===== src/rtl/vstg_pkg.sv =====
// vstg_pkg: shared types, constants and the glyph stroke rom for the
// vector stroke text generator; no dependencies
package vstg_pkg;

  // stroke limit per glyph and the hard output limit
  localparam int MAX_STROKES  = 8;
  localparam int OUT_LIMIT    = 8;
  localparam int STROKE_LIMIT = (MAX_STROKES < OUT_LIMIT) ? MAX_STROKES : OUT_LIMIT;

  localparam logic [23:0] REVEAL_ALL = 24'hFFFFFF;
  localparam int STATE_W = 32;
  localparam int STATE_DEPTH = 2;

  // configuration register indexes
  typedef enum logic [2:0] {
    REG_ORIGIN_X  = 3'd0,
    REG_ORIGIN_Y  = 3'd1,
    REG_SCALE     = 3'd2,
    REG_REVEAL    = 3'd3,
    REG_GWIDTH    = 3'd4,
    REG_LEAD_BYTE = 3'd5
  } cfg_reg_t;

  typedef enum logic [2:0] {
    ST_IDLE,
    ST_READ,
    ST_CALC,
    ST_EMIT,
    ST_ADV
  } vstg_state_t;

  typedef struct packed {
    logic [7:0] char_code;
    logic       text_start;
  } in_word_t;

  typedef struct packed {
    logic signed [15:0] x_from;
    logic signed [15:0] y_from;
    logic signed [15:0] x_to;
    logic signed [15:0] y_to;
    logic [15:0]        stroke_number;
    logic               last_of_char;
  } out_word_t;

  // first stage of one segment, handed to the segment unit
  typedef struct packed {
    logic signed [17:0] xf;
    logic signed [17:0] yf;
    logic               dx_neg;
    logic [14:0]        dx_mag;
    logic               dy_neg;
    logic [14:0]        dy_mag;
    logic [8:0]         part;
    logic [15:0]        idx;
    logic               last;
  } seg_calc_t;

  // strokes as nibbles gx0 gy0 gx1 gy1, signed, first stroke leftmost
  typedef struct packed {
    logic [3:0]         cnt;
    logic [0:7][15:0]   pts;
  } glyph_t;

  function automatic logic signed [15:0] sat16(input logic signed [18:0] v);
    logic signed [15:0] r;
    if (v > 19'sd32767) r = 16'sh7FFF;
    else if (v < -19'sd32768) r = 16'sh8000;
    else r = v[15:0];
    return r;
  endfunction

  // glyph lookup on an already folded code; count 0 means unknown
  function automatic glyph_t glyph_rom(input logic [7:0] code);
    glyph_t g;
    g.cnt = 4'd0;
    g.pts = '0;
    case (code)
      8'h30: begin g.cnt = 4'd5; g.pts = 128'h0004_0424_2420_2000_0024_0000_0000_0000; end
      8'h31: begin g.cnt = 4'd2; g.pts = 128'h1014_0111_0000_0000_0000_0000_0000_0000; end
      8'h32: begin g.cnt = 4'd5; g.pts = 128'h0020_2022_2202_0204_0424_0000_0000_0000; end
      8'h33: begin g.cnt = 4'd4; g.pts = 128'h0020_2024_2404_1222_0000_0000_0000_0000; end
      8'h34: begin g.cnt = 4'd3; g.pts = 128'h0002_0222_2024_0000_0000_0000_0000_0000; end
      8'h35, 8'h53: begin
        g.cnt = 4'd5; g.pts = 128'h2000_0002_0222_2224_2404_0000_0000_0000;
      end
      8'h36: begin g.cnt = 4'd5; g.pts = 128'h2000_0004_0424_2422_2202_0000_0000_0000; end
      8'h37: begin g.cnt = 4'd2; g.pts = 128'h0020_2004_0000_0000_0000_0000_0000_0000; end
      8'h38: begin g.cnt = 4'd5; g.pts = 128'h0020_0004_2024_0424_0222_0000_0000_0000; end
      8'h39: begin g.cnt = 4'd4; g.pts = 128'h2000_0002_0222_2024_0000_0000_0000_0000; end
      8'h41: begin g.cnt = 4'd5; g.pts = 128'h0401_0110_1021_2124_0222_0000_0000_0000; end
      8'h42: begin g.cnt = 4'd7; g.pts = 128'h0004_0020_2022_2202_0222_2224_2404_0000; end
      8'h43: begin g.cnt = 4'd3; g.pts = 128'h2000_0004_0424_0000_0000_0000_0000_0000; end
      8'h44: begin g.cnt = 4'd6; g.pts = 128'h0004_0010_1031_3133_3314_1404_0000_0000; end
      8'h45: begin g.cnt = 4'd4; g.pts = 128'h2000_0004_0424_0212_0000_0000_0000_0000; end
      // accented e: last stroke reaches into the accent rows
      8'h89: begin g.cnt = 4'd5; g.pts = 128'h2000_0004_0424_0212_1F2E_0000_0000_0000; end
      8'h46: begin g.cnt = 4'd3; g.pts = 128'h2000_0004_0212_0000_0000_0000_0000_0000; end
      8'h47: begin g.cnt = 4'd5; g.pts = 128'h2000_0004_0424_2422_2212_0000_0000_0000; end
      8'h48: begin g.cnt = 4'd3; g.pts = 128'h0004_2024_0222_0000_0000_0000_0000_0000; end
      8'h49: begin g.cnt = 4'd3; g.pts = 128'h0020_1014_0424_0000_0000_0000_0000_0000; end
      8'h4A: begin g.cnt = 4'd3; g.pts = 128'h2022_2214_1404_0000_0000_0000_0000_0000; end
      8'h4B: begin g.cnt = 4'd3; g.pts = 128'h0004_2002_0224_0000_0000_0000_0000_0000; end
      8'h4C: begin g.cnt = 4'd2; g.pts = 128'h0004_0424_0000_0000_0000_0000_0000_0000; end
      8'h4D: begin g.cnt = 4'd4; g.pts = 128'h0400_0012_1220_2024_0000_0000_0000_0000; end
      8'h4E: begin g.cnt = 4'd3; g.pts = 128'h0400_0024_2420_0000_0000_0000_0000_0000; end
      8'h4F: begin g.cnt = 4'd4; g.pts = 128'h0020_2024_2404_0400_0000_0000_0000_0000; end
      8'h50: begin g.cnt = 4'd4; g.pts = 128'h0400_0020_2022_2202_0000_0000_0000_0000; end
      8'h51: begin g.cnt = 4'd5; g.pts = 128'h0020_2024_2404_0400_1324_0000_0000_0000; end
      8'h52: begin g.cnt = 4'd5; g.pts = 128'h0400_0020_2022_2202_0224_0000_0000_0000; end
      8'h54: begin g.cnt = 4'd2; g.pts = 128'h0020_1014_0000_0000_0000_0000_0000_0000; end
      8'h55: begin g.cnt = 4'd3; g.pts = 128'h0004_0424_2420_0000_0000_0000_0000_0000; end
      8'h56: begin g.cnt = 4'd2; g.pts = 128'h0014_1420_0000_0000_0000_0000_0000_0000; end
      8'h57: begin g.cnt = 4'd4; g.pts = 128'h0004_0412_1224_2420_0000_0000_0000_0000; end
      8'h58: begin g.cnt = 4'd2; g.pts = 128'h0024_2004_0000_0000_0000_0000_0000_0000; end
      8'h59: begin g.cnt = 4'd3; g.pts = 128'h0012_2012_1214_0000_0000_0000_0000_0000; end
      8'h5A: begin g.cnt = 4'd3; g.pts = 128'h0020_2004_0424_0000_0000_0000_0000_0000; end
      8'h2D: begin g.cnt = 4'd1; g.pts = 128'h0222_0000_0000_0000_0000_0000_0000_0000; end
      8'h2E: begin g.cnt = 4'd1; g.pts = 128'h1414_0000_0000_0000_0000_0000_0000_0000; end
      8'h2F: begin g.cnt = 4'd1; g.pts = 128'h0420_0000_0000_0000_0000_0000_0000_0000; end
      default: begin g.cnt = 4'd0; g.pts = '0; end
    endcase
    return g;
  endfunction

endpackage


===== src/rtl/vstg_ram.sv =====
// vstg_ram: generic single port ram with registered read
// no dependencies
module vstg_ram #(
  parameter int WIDTH = 32,
  parameter int DEPTH = 2
) (
  input  logic                     clk,
  input  logic                     we,
  input  logic [$clog2(DEPTH)-1:0] addr,
  input  logic [WIDTH-1:0]         wdata,
  output logic [WIDTH-1:0]         rdata
);

  logic [WIDTH-1:0] mem [DEPTH];

  // write and registered read
  always_ff @(posedge clk) begin
    if (we) begin
      mem[addr] <= wdata;
    end
    rdata <= mem[addr];
  end

endmodule


===== src/rtl/vstg_seg.sv =====
// vstg_seg: second stage of a segment: partial end scaling, rounding, saturation
// depends on vstg_pkg
module vstg_seg (
  input  vstg_pkg::seg_calc_t calc,
  output vstg_pkg::out_word_t word
);

  logic [23:0]        mx, my;
  logic [24:0]        rx_sum, ry_sum;
  logic [15:0]        rx, ry;
  logic signed [18:0] xt, yt;

  // magnitude times part, rounded half away from zero
  always_comb begin
    mx = calc.dx_mag * calc.part;
    my = calc.dy_mag * calc.part;
    rx_sum = {1'b0, mx} + 25'd128;
    ry_sum = {1'b0, my} + 25'd128;
    rx = rx_sum[23:8];
    ry = ry_sum[23:8];
    xt = calc.dx_neg ? (19'(calc.xf) - $signed({3'b0, rx}))
                     : (19'(calc.xf) + $signed({3'b0, rx}));
    yt = calc.dy_neg ? (19'(calc.yf) - $signed({3'b0, ry}))
                     : (19'(calc.yf) + $signed({3'b0, ry}));
  end

  // saturated output word
  always_comb begin
    word.x_from        = vstg_pkg::sat16(19'(calc.xf));
    word.y_from        = vstg_pkg::sat16(19'(calc.yf));
    word.x_to          = vstg_pkg::sat16(xt);
    word.y_to          = vstg_pkg::sat16(yt);
    word.stroke_number = calc.idx;
    word.last_of_char  = calc.last;
  end

endmodule


===== src/rtl/vector_stroke_text_generator.sv =====
// vector_stroke_text_generator: top level, sequencer and config registers
// depends on vstg_pkg, vstg_ram, vstg_seg
//
// Usage: one text byte per input word (in_valid/in_stall, in_word). Each
// byte produces 0..7 segment words on out_valid/out_stall/out_word, the
// last one flagged with last_of_char. A text_start byte restarts the pen at
// origin_x and the stroke number at 0. Configuration is written through
// cfg_we/cfg_idx/cfg_wdata while the block is idle.
// Sequence: the pen and stroke count live in entry 0 of a two-entry state
// ram read at accept; a byte passes through read and glyph lookup, then
// per stroke a setup and, for an emitted segment, an output load (a
// dropped stroke gets only the setup), then write back, before the next
// byte can be accepted. One byte is in work at a time; in_stall is high
// from accept until write back.
// Results sit in an output register; while it holds a word and out_stall
// is high the sequencer holds the next segment and waits. Reset clears pen
// and count to zero, loads register defaults and drops any word in the
// output register.
module vector_stroke_text_generator (
  input  logic                 clk,
  input  logic                 rst_n,
  input  logic                 in_valid,
  output logic                 in_stall,
  input  vstg_pkg::in_word_t   in_word,
  output logic                 out_valid,
  input  logic                 out_stall,
  output vstg_pkg::out_word_t  out_word,
  input  logic                 cfg_we,
  input  logic [2:0]           cfg_idx,
  input  logic [23:0]          cfg_wdata
);

  // configuration registers
  logic signed [15:0] origin_x_r, origin_y_r;
  logic [11:0]        scale_r;
  logic [23:0]        reveal_r;
  logic [2:0]         gwidth_r;
  logic [7:0]         lead_r;

  always_ff @(posedge clk) begin
    if (!rst_n) begin
      origin_x_r <= '0;
      origin_y_r <= '0;
      scale_r    <= 12'd16;
      reveal_r   <= vstg_pkg::REVEAL_ALL;
      gwidth_r   <= 3'd3;
      lead_r     <= 8'd195;
    end else if (cfg_we) begin
      unique case (vstg_pkg::cfg_reg_t'(cfg_idx))
        vstg_pkg::REG_ORIGIN_X:  origin_x_r <= cfg_wdata[15:0];
        vstg_pkg::REG_ORIGIN_Y:  origin_y_r <= cfg_wdata[15:0];
        vstg_pkg::REG_SCALE:     scale_r    <= cfg_wdata[11:0];
        vstg_pkg::REG_REVEAL:    reveal_r   <= cfg_wdata;
        vstg_pkg::REG_GWIDTH:    gwidth_r   <= cfg_wdata[2:0];
        vstg_pkg::REG_LEAD_BYTE: lead_r     <= cfg_wdata[7:0];
        default: ;
      endcase
    end
  end

  // state ram: {stroke_count, pen_x} in entry 0
  localparam int AW = $clog2(vstg_pkg::STATE_DEPTH);
  logic                          ram_we;
  logic [vstg_pkg::STATE_W-1:0]  ram_wdata, ram_rdata;
  logic                          ram_vld_r, ram_vld_nxt;

  vstg_ram #(.WIDTH(vstg_pkg::STATE_W), .DEPTH(vstg_pkg::STATE_DEPTH)) u_state_ram (
    .clk   (clk),
    .we    (ram_we),
    .addr  ({AW{1'b0}}),
    .wdata (ram_wdata),
    .rdata (ram_rdata)
  );

  // sequencer registers
  vstg_pkg::vstg_state_t state_r, state_nxt;
  logic [7:0]         code_r, code_nxt;
  logic               start_r, start_nxt;
  logic signed [15:0] pen_r, pen_nxt;
  logic [15:0]        cnt_r, cnt_nxt;
  vstg_pkg::glyph_t   glyph_r, glyph_nxt;
  logic [3:0]         n_r, n_nxt;
  logic [2:0]         k_r, k_nxt;
  logic               skip_r, skip_nxt;
  vstg_pkg::seg_calc_t calc_r, calc_nxt;
  logic               out_valid_r, out_valid_nxt;
  vstg_pkg::out_word_t out_word_r, out_word_nxt;
  vstg_pkg::out_word_t seg_word;

  vstg_seg u_seg (
    .calc (calc_r),
    .word (seg_word)
  );

  // lookup, stroke setup and pen advance datapath
  logic [7:0]         fold;
  logic [15:0]        stk;
  logic signed [3:0]  gx0, gy0, gx1, gy1;
  logic signed [12:0] s13;
  logic signed [16:0] px0, py0;
  logic signed [4:0]  gdx, gdy;
  logic signed [17:0] dx, dy, dx_abs, dy_abs;
  logic               all_drawn, drop, next_drop, last_k;
  logic [23:0]        idx_sh, next_sh, diff;
  logic [15:0]        next_idx;
  logic [15:0]        adv;
  logic signed [18:0] pen_sum;

  always_comb begin
    fold = (code_r >= 8'h61 && code_r <= 8'h7A) ? (code_r - 8'd32) : code_r;
    stk  = glyph_r.pts[k_r];
    gx0  = stk[15:12];
    gy0  = stk[11:8];
    gx1  = stk[7:4];
    gy1  = stk[3:0];
    s13  = $signed({1'b0, scale_r});
    px0  = gx0 * s13;
    py0  = gy0 * s13;
    gdx  = {gx1[3], gx1} - {gx0[3], gx0};
    gdy  = {gy1[3], gy1} - {gy0[3], gy0};
    dx   = gdx * s13;
    dy   = gdy * s13;
    dx_abs = dx[17] ? -dx : dx;
    dy_abs = dy[17] ? -dy : dy;
    all_drawn = (reveal_r == vstg_pkg::REVEAL_ALL);
    idx_sh    = {cnt_r, 8'h00};
    next_idx  = (cnt_r == 16'hFFFF) ? cnt_r : (cnt_r + 16'd1);
    next_sh   = {next_idx, 8'h00};
    drop      = !all_drawn && (idx_sh >= reveal_r);
    next_drop = !all_drawn && (next_sh >= reveal_r);
    diff      = reveal_r - idx_sh;
    last_k    = ({1'b0, k_r} == (n_r - 4'd1));
    adv       = ({1'b0, gwidth_r} + 4'd1) * scale_r;
    pen_sum   = 19'(pen_r) + $signed({3'b0, adv});
  end

  // sequencer next state and outputs
  always_comb begin
    state_nxt     = state_r;
    code_nxt      = code_r;
    start_nxt     = start_r;
    pen_nxt       = pen_r;
    cnt_nxt       = cnt_r;
    glyph_nxt     = glyph_r;
    n_nxt         = n_r;
    k_nxt         = k_r;
    skip_nxt      = skip_r;
    calc_nxt      = calc_r;
    out_valid_nxt = out_valid_r;
    out_word_nxt  = out_word_r;
    ram_vld_nxt   = ram_vld_r;
    ram_we        = 1'b0;
    ram_wdata     = {cnt_r, pen_r};
    in_stall      = (state_r != vstg_pkg::ST_IDLE);

    // output register drains when taken
    if (out_valid_r && !out_stall) begin
      out_valid_nxt = 1'b0;
    end

    unique case (state_r)
      vstg_pkg::ST_IDLE: begin
        if (in_valid) begin
          code_nxt  = in_word.char_code;
          start_nxt = in_word.text_start;
          state_nxt = vstg_pkg::ST_READ;
        end
      end
      vstg_pkg::ST_READ: begin
        if (start_r) begin
          pen_nxt = origin_x_r;
          cnt_nxt = '0;
        end else if (ram_vld_r) begin
          pen_nxt = ram_rdata[15:0];
          cnt_nxt = ram_rdata[31:16];
        end else begin
          pen_nxt = '0;
          cnt_nxt = '0;
        end
        glyph_nxt = vstg_pkg::glyph_rom(fold);
        n_nxt = (glyph_nxt.cnt > 4'(vstg_pkg::STROKE_LIMIT)) ?
                4'(vstg_pkg::STROKE_LIMIT) : glyph_nxt.cnt;
        k_nxt    = '0;
        skip_nxt = (code_r == lead_r);
        if (code_r == lead_r || n_nxt == 4'd0) begin
          state_nxt = vstg_pkg::ST_ADV;
        end else begin
          state_nxt = vstg_pkg::ST_CALC;
        end
      end
      vstg_pkg::ST_CALC: begin
        calc_nxt.xf     = 18'(pen_r) + 18'(px0);
        calc_nxt.yf     = 18'(origin_y_r) + 18'(py0);
        calc_nxt.dx_neg = dx[17];
        calc_nxt.dx_mag = dx_abs[14:0];
        calc_nxt.dy_neg = dy[17];
        calc_nxt.dy_mag = dy_abs[14:0];
        calc_nxt.part   = (all_drawn || diff >= 24'd256) ? 9'd256 : diff[8:0];
        calc_nxt.idx    = cnt_r;
        calc_nxt.last   = last_k || next_drop;
        cnt_nxt         = next_idx;
        if (!drop) begin
          state_nxt = vstg_pkg::ST_EMIT;
        end else if (last_k) begin
          state_nxt = vstg_pkg::ST_ADV;
        end else begin
          k_nxt = k_r + 3'd1;
        end
      end
      vstg_pkg::ST_EMIT: begin
        if (!out_valid_r || !out_stall) begin
          out_valid_nxt = 1'b1;
          out_word_nxt  = seg_word;
          if (last_k) begin
            state_nxt = vstg_pkg::ST_ADV;
          end else begin
            k_nxt     = k_r + 3'd1;
            state_nxt = vstg_pkg::ST_CALC;
          end
        end
      end
      vstg_pkg::ST_ADV: begin
        // write back, pen advances unless this was the lead byte
        ram_we      = 1'b1;
        ram_wdata   = {cnt_r, skip_r ? pen_r : vstg_pkg::sat16(pen_sum)};
        ram_vld_nxt = 1'b1;
        state_nxt   = vstg_pkg::ST_IDLE;
      end
      default: state_nxt = vstg_pkg::ST_IDLE;
    endcase
  end

  // control registers
  always_ff @(posedge clk) begin
    if (!rst_n) begin
      state_r     <= vstg_pkg::ST_IDLE;
      out_valid_r <= 1'b0;
      ram_vld_r   <= 1'b0;
    end else begin
      state_r     <= state_nxt;
      out_valid_r <= out_valid_nxt;
      ram_vld_r   <= ram_vld_nxt;
    end
  end

  // payload registers
  always_ff @(posedge clk) begin
    code_r     <= code_nxt;
    start_r    <= start_nxt;
    pen_r      <= pen_nxt;
    cnt_r      <= cnt_nxt;
    glyph_r    <= glyph_nxt;
    n_r        <= n_nxt;
    k_r        <= k_nxt;
    skip_r     <= skip_nxt;
    calc_r     <= calc_nxt;
    out_word_r <= out_word_nxt;
  end

  assign out_valid = out_valid_r;
  assign out_word  = out_word_r;

endmodule

===== config.mk =====
export PLATFORM = sky130hd
export DESIGN_NAME = vector_stroke_text_generator
export DESIGN_NICKNAME = d
export VERILOG_FILES = /design/src/rtl/vstg_pkg.sv /design/src/rtl/vstg_ram.sv /design/src/rtl/vstg_seg.sv /design/src/rtl/vector_stroke_text_generator.sv
export SDC_FILE = /design/constraint.sdc
export NUM_CORES = 2
export LEC_CHECK = 0
export ABC_AREA = 1
export BUFFER_PORTS_ARGS = -buffer_cell sky130_fd_sc_hd__buf_4
export CORE_MARGIN = 1.5
export CORE_UTILIZATION = 55
export CTS_CLUSTER_SIZE = 16
export DETAILED_ROUTE_END_ITERATION = 8
export PLACE_DENSITY = 0.82
export SLEW_MARGIN = 40
export SYNTH_ARGS = -nofsm -noshare
export SYNTH_HDL_FRONTEND = slang
export SYNTH_SLANG_ARGS = --single-unit
export TNS_END_PERCENT = 100

===== constraint.sdc =====
create_clock -name clk -period 8.1 [get_ports clk]
set_clock_uncertainty 0.2 [all_clocks]
set_input_delay 0.81 -clock clk [delete_from_list [all_inputs] [get_ports clk]]
set_output_delay 0.81 -clock clk [all_outputs]
set_load 0.05 [all_outputs]

==> flow_summary.json <==
{
  "outcome": "finished clean",
  "yosysUniqueCellTypes": 64,
  "yosysMostFrequentCell": "nand2_1",
  "final_util_pct": 61.0,
  "cts_tree": "yes",
  "drive_gt1_share_pct": 8.31,
  "rows": 97,
  "clock_power_share_pct": 15.7,
  "leakage_nw": 22.1,
  "crit_path_max_fanout": 16,
  "clkTransAtPathRegs_ns": 0.06,
  "grt_usage_pct": 26.5,
  "pre_cts_ws_ns": 0.188,
  "synth_ff_type": "edfxtp_1",
  "final_nets": 5550,
  "cp.arrival_ns": 7.85,
  "hold_violations": 0,
  "synthCells": 4732,
  "numCtsBuffers": 46,
  "worstSetupPathType": "register to register",
  "grt_overflow": 0,
  "reg2reg_from": "calc_r[20]",
  "reg2reg_depth": 38,
  "die_h_um": 270,
  "p_comb_share_pct": 63.6,
  "crit_start": "calc_r[20]",
  "setup_slack_ns": 0.407,
  "antennaDiodeCount": 0,
  "io_buffer_count": 123,
  "ys.warnings.count": 0,
  "place_congestion": 0.966,
  "end_kind": "register",
  "synth_top_area_share_pct": 23.3,
  "power.density_mw_per_mm2": 308,
  "ys_top_cells_by_count": "nand2_1 (964), inv_1 (885), nor2_1 (406)",
  "synth_edf_count": 303,
  "worstPathRequired_ns": 8.26,
  "clock_sink_count": 419,
  "route.detailed.drc": 0,
  "syn_to_final_growth_pct": 9.54,
  "core-area_mm2": 0.0701,
  "stdcell_area_mm2": 0.0428,
  "maxSlewHeadroom_pct": 47.7,
  "rr_endpoint": "out_word[35]",
  "synth_area_leader_cell": "edfxtp_1",
  "initial_core_util_pct": 55.7,
  "cts_max_path_buffers": 3,
  "worst_pin_slew_ns": 0.778,
  "p_seq_share_pct": 20.7,
  "fin_crit_sh_pct": 95.0,
  "cpMaxStageDelayCell": "fa_1",
  "hold_path_class": "register to register",
  "grt_pass1_vias": 31682,
  "die_w_um": 270,
  "crit_end": "out_word[35]",
  "min_delay_path_depth": 0,
  "ir_worst_vdd_mv": 0.239,
  "antenna_found_initial": 0,
  "ant_nets": 0,
  "drt-wirelength-per-cell_um": 16.8,
  "ys_ff_latch": 419,
  "syn-mean-instance-area_um2": 8.26,
  "r2r_slack_ns": 0.41,
  "htree_levels": 2,
  "setup_violations": 0,
  "drtIter0Drc": 2364,
  "max_freq_ghz": 0.130,
  "die_area_mm2": 0.0727,
  "wl_um": 97300,
  "synthesis.area_mm2": 0.0391,
  "cts-root-buf": "clkbuf_16",
  "vias_per_cell": 5.46,
  "dpl.hpwl_um": 76600,
  "ios": 124,
  "holdWs_ns": 0.139,
  "slowest_delay_ns": 0.54,
  "cap_violations": 0,
  "via_count": 31658,
  "placement.cell_area_mm2": 0.0410,
  "fin_crit_ns": 7.69,
  "async_flop_share_pct": 0,
  "clock_latency_ns": 0.61,
  "p_switching_mw": 6.23,
  "hold_buffers": 0,
  "synthTopCellsByArea": "edfxtp_1 (23%), fa_1 (16%), ha_1 (12%)",
  "syn_nets": 5457,
  "critPathLaunchType": "register",
  "synth-seq-area-share_pct": 29.2,
  "drv_slew": 0,
  "drt_first_pass_iters": 6,
  "crit_top_cell": "nand2_1",
  "p_int_mw": 6.97,
  "p_sw_share_pct": 47.2,
  "grt_pass1_wl_um": 158000,
  "grt_max_degree": 74
}
state kept, by name, summed over array words and instances (netlist names), 16 cells and up:
| signal | count |
|---|---|
| u_state_ram.rdata | 32 |
| calc_r | 94 |
| pen_r | 16 |
| origin_y_r | 16 |
| reveal_r | 24 |
| glyph_r | 48 |
| origin_x_r | 16 |
| u_state_ram.mem | 32 |
| cnt_r | 16 |
| out_word | 81 |
power by group through the flow:
stage	Sequential [mW]	Combinational, mW	Clock, mW
after global routing	2.74	9.46	2.19
after global placement	2.77	7.95	0
after CTS	2.73	8.12	2.11
final	2.74	8.39	2.07
after detailed placement	2.78	8.05	0
after floorplan	2.73	6.32	0
through the flow:
step                setup TNS, ns  cells  power [mW]
floorplan                       0   4732        9.06
global placement                0   5704        10.7
detailed placement              0   5704        10.8
CTS                             0   5789        13.0
global route               -0.120   5802        14.4
finish                          0   5802        13.2
worst max-delay path: cells and delay by family, from the launching register on:
kind / cells / cell delay [ns]
AO/OA/AOI/OAI: 4 / 0.62
XOR/XNOR: 3 / 0.52
adder cells (fa/ha/maj): 8 / 3.28
buffers and inverters: 7 / 0.65
flip-flops: 1 / 0.42
AND/OR/NAND/NOR: 16 / 1.74
layout make-up:
cell class              count  area (um^2)
fillers                  6037        27300
multi-input cells        3259        23800
flip-flops and latches    419        11400
inverters                 911         3420
repair buffers            188         1470
clock buffers              54         1190
well taps                 940         1180
clock inverters            31          297
cells by family after synthesis:
| group | share of synthesized area (%) |
|---|---|
| adder cells (fa/ha/maj) | 28.1 |
| AND/OR/NAND/NOR | 19.4 |
| flip-flops | 29.2 |
| XOR/XNOR | 4.43 |
| AO/OA/AOI/OAI | 8.53 |
| buffers and inverters | 10.3 |
worst min-delay path by stage:
stage                           start               endpoint  slack (ns)
6_report       u_state_ram.mem[0][21]  u_state_ram.rdata[21]        0.14
5_1_grt        u_state_ram.mem[0][14]  u_state_ram.rdata[14]        0.15
4_1_cts         u_state_ram.mem[0][1]   u_state_ram.rdata[1]        0.14
3_5_place_dp    u_state_ram.mem[0][6]   u_state_ram.rdata[6]        0.13
3_3_place_gp    u_state_ram.mem[0][1]   u_state_ram.rdata[1]        0.12
2_1_floorplan   u_state_ram.mem[0][0]   u_state_ram.rdata[0]        0.12
layer usage:
| metal | wire [um] | GRT usage (%) |
|---|---|---|
| met1 | 40200 | 34.2 |
| met2 | 47000 | 45.5 |
| met3 | 6300 | 3.46 |
| met4 | 3860 | 10.2 |
| met5 | 0 | 0 |
placed cells by master (no fill, tap or decap), drive strengths merged, types with 13 or more instances in the layout:
master | netlist | layout
o21ai | 201 | 201
nand3b | 14 | 14
dfxtp | 116 | 116
xnor2 | 59 | 59
o21bai | 13 | 13
clkinv | 17 | 38
fa | 321 | 321
inv | 894 | 897
nor4 | 22 | 22
nand3 | 170 | 170
edfxtp | 303 | 303
a31oi | 25 | 25
a21oi | 269 | 269
nor2 | 421 | 421
nand4 | 57 | 57
a22o | 17 | 17
ha | 363 | 363
nor3 | 55 | 55
xor2 | 136 | 136
or2 | 15 | 15
nand2 | 1011 | 1012
clkbuf | 123 | 54
buf | 21 | 188
timing repair:
action,4_1_cts,5_1_grt
gates resized for setup,0,37
setup endpoints to repair,0,30
setup buffers,0,12
No activity file was read; power rests on OpenSTA's default activity.
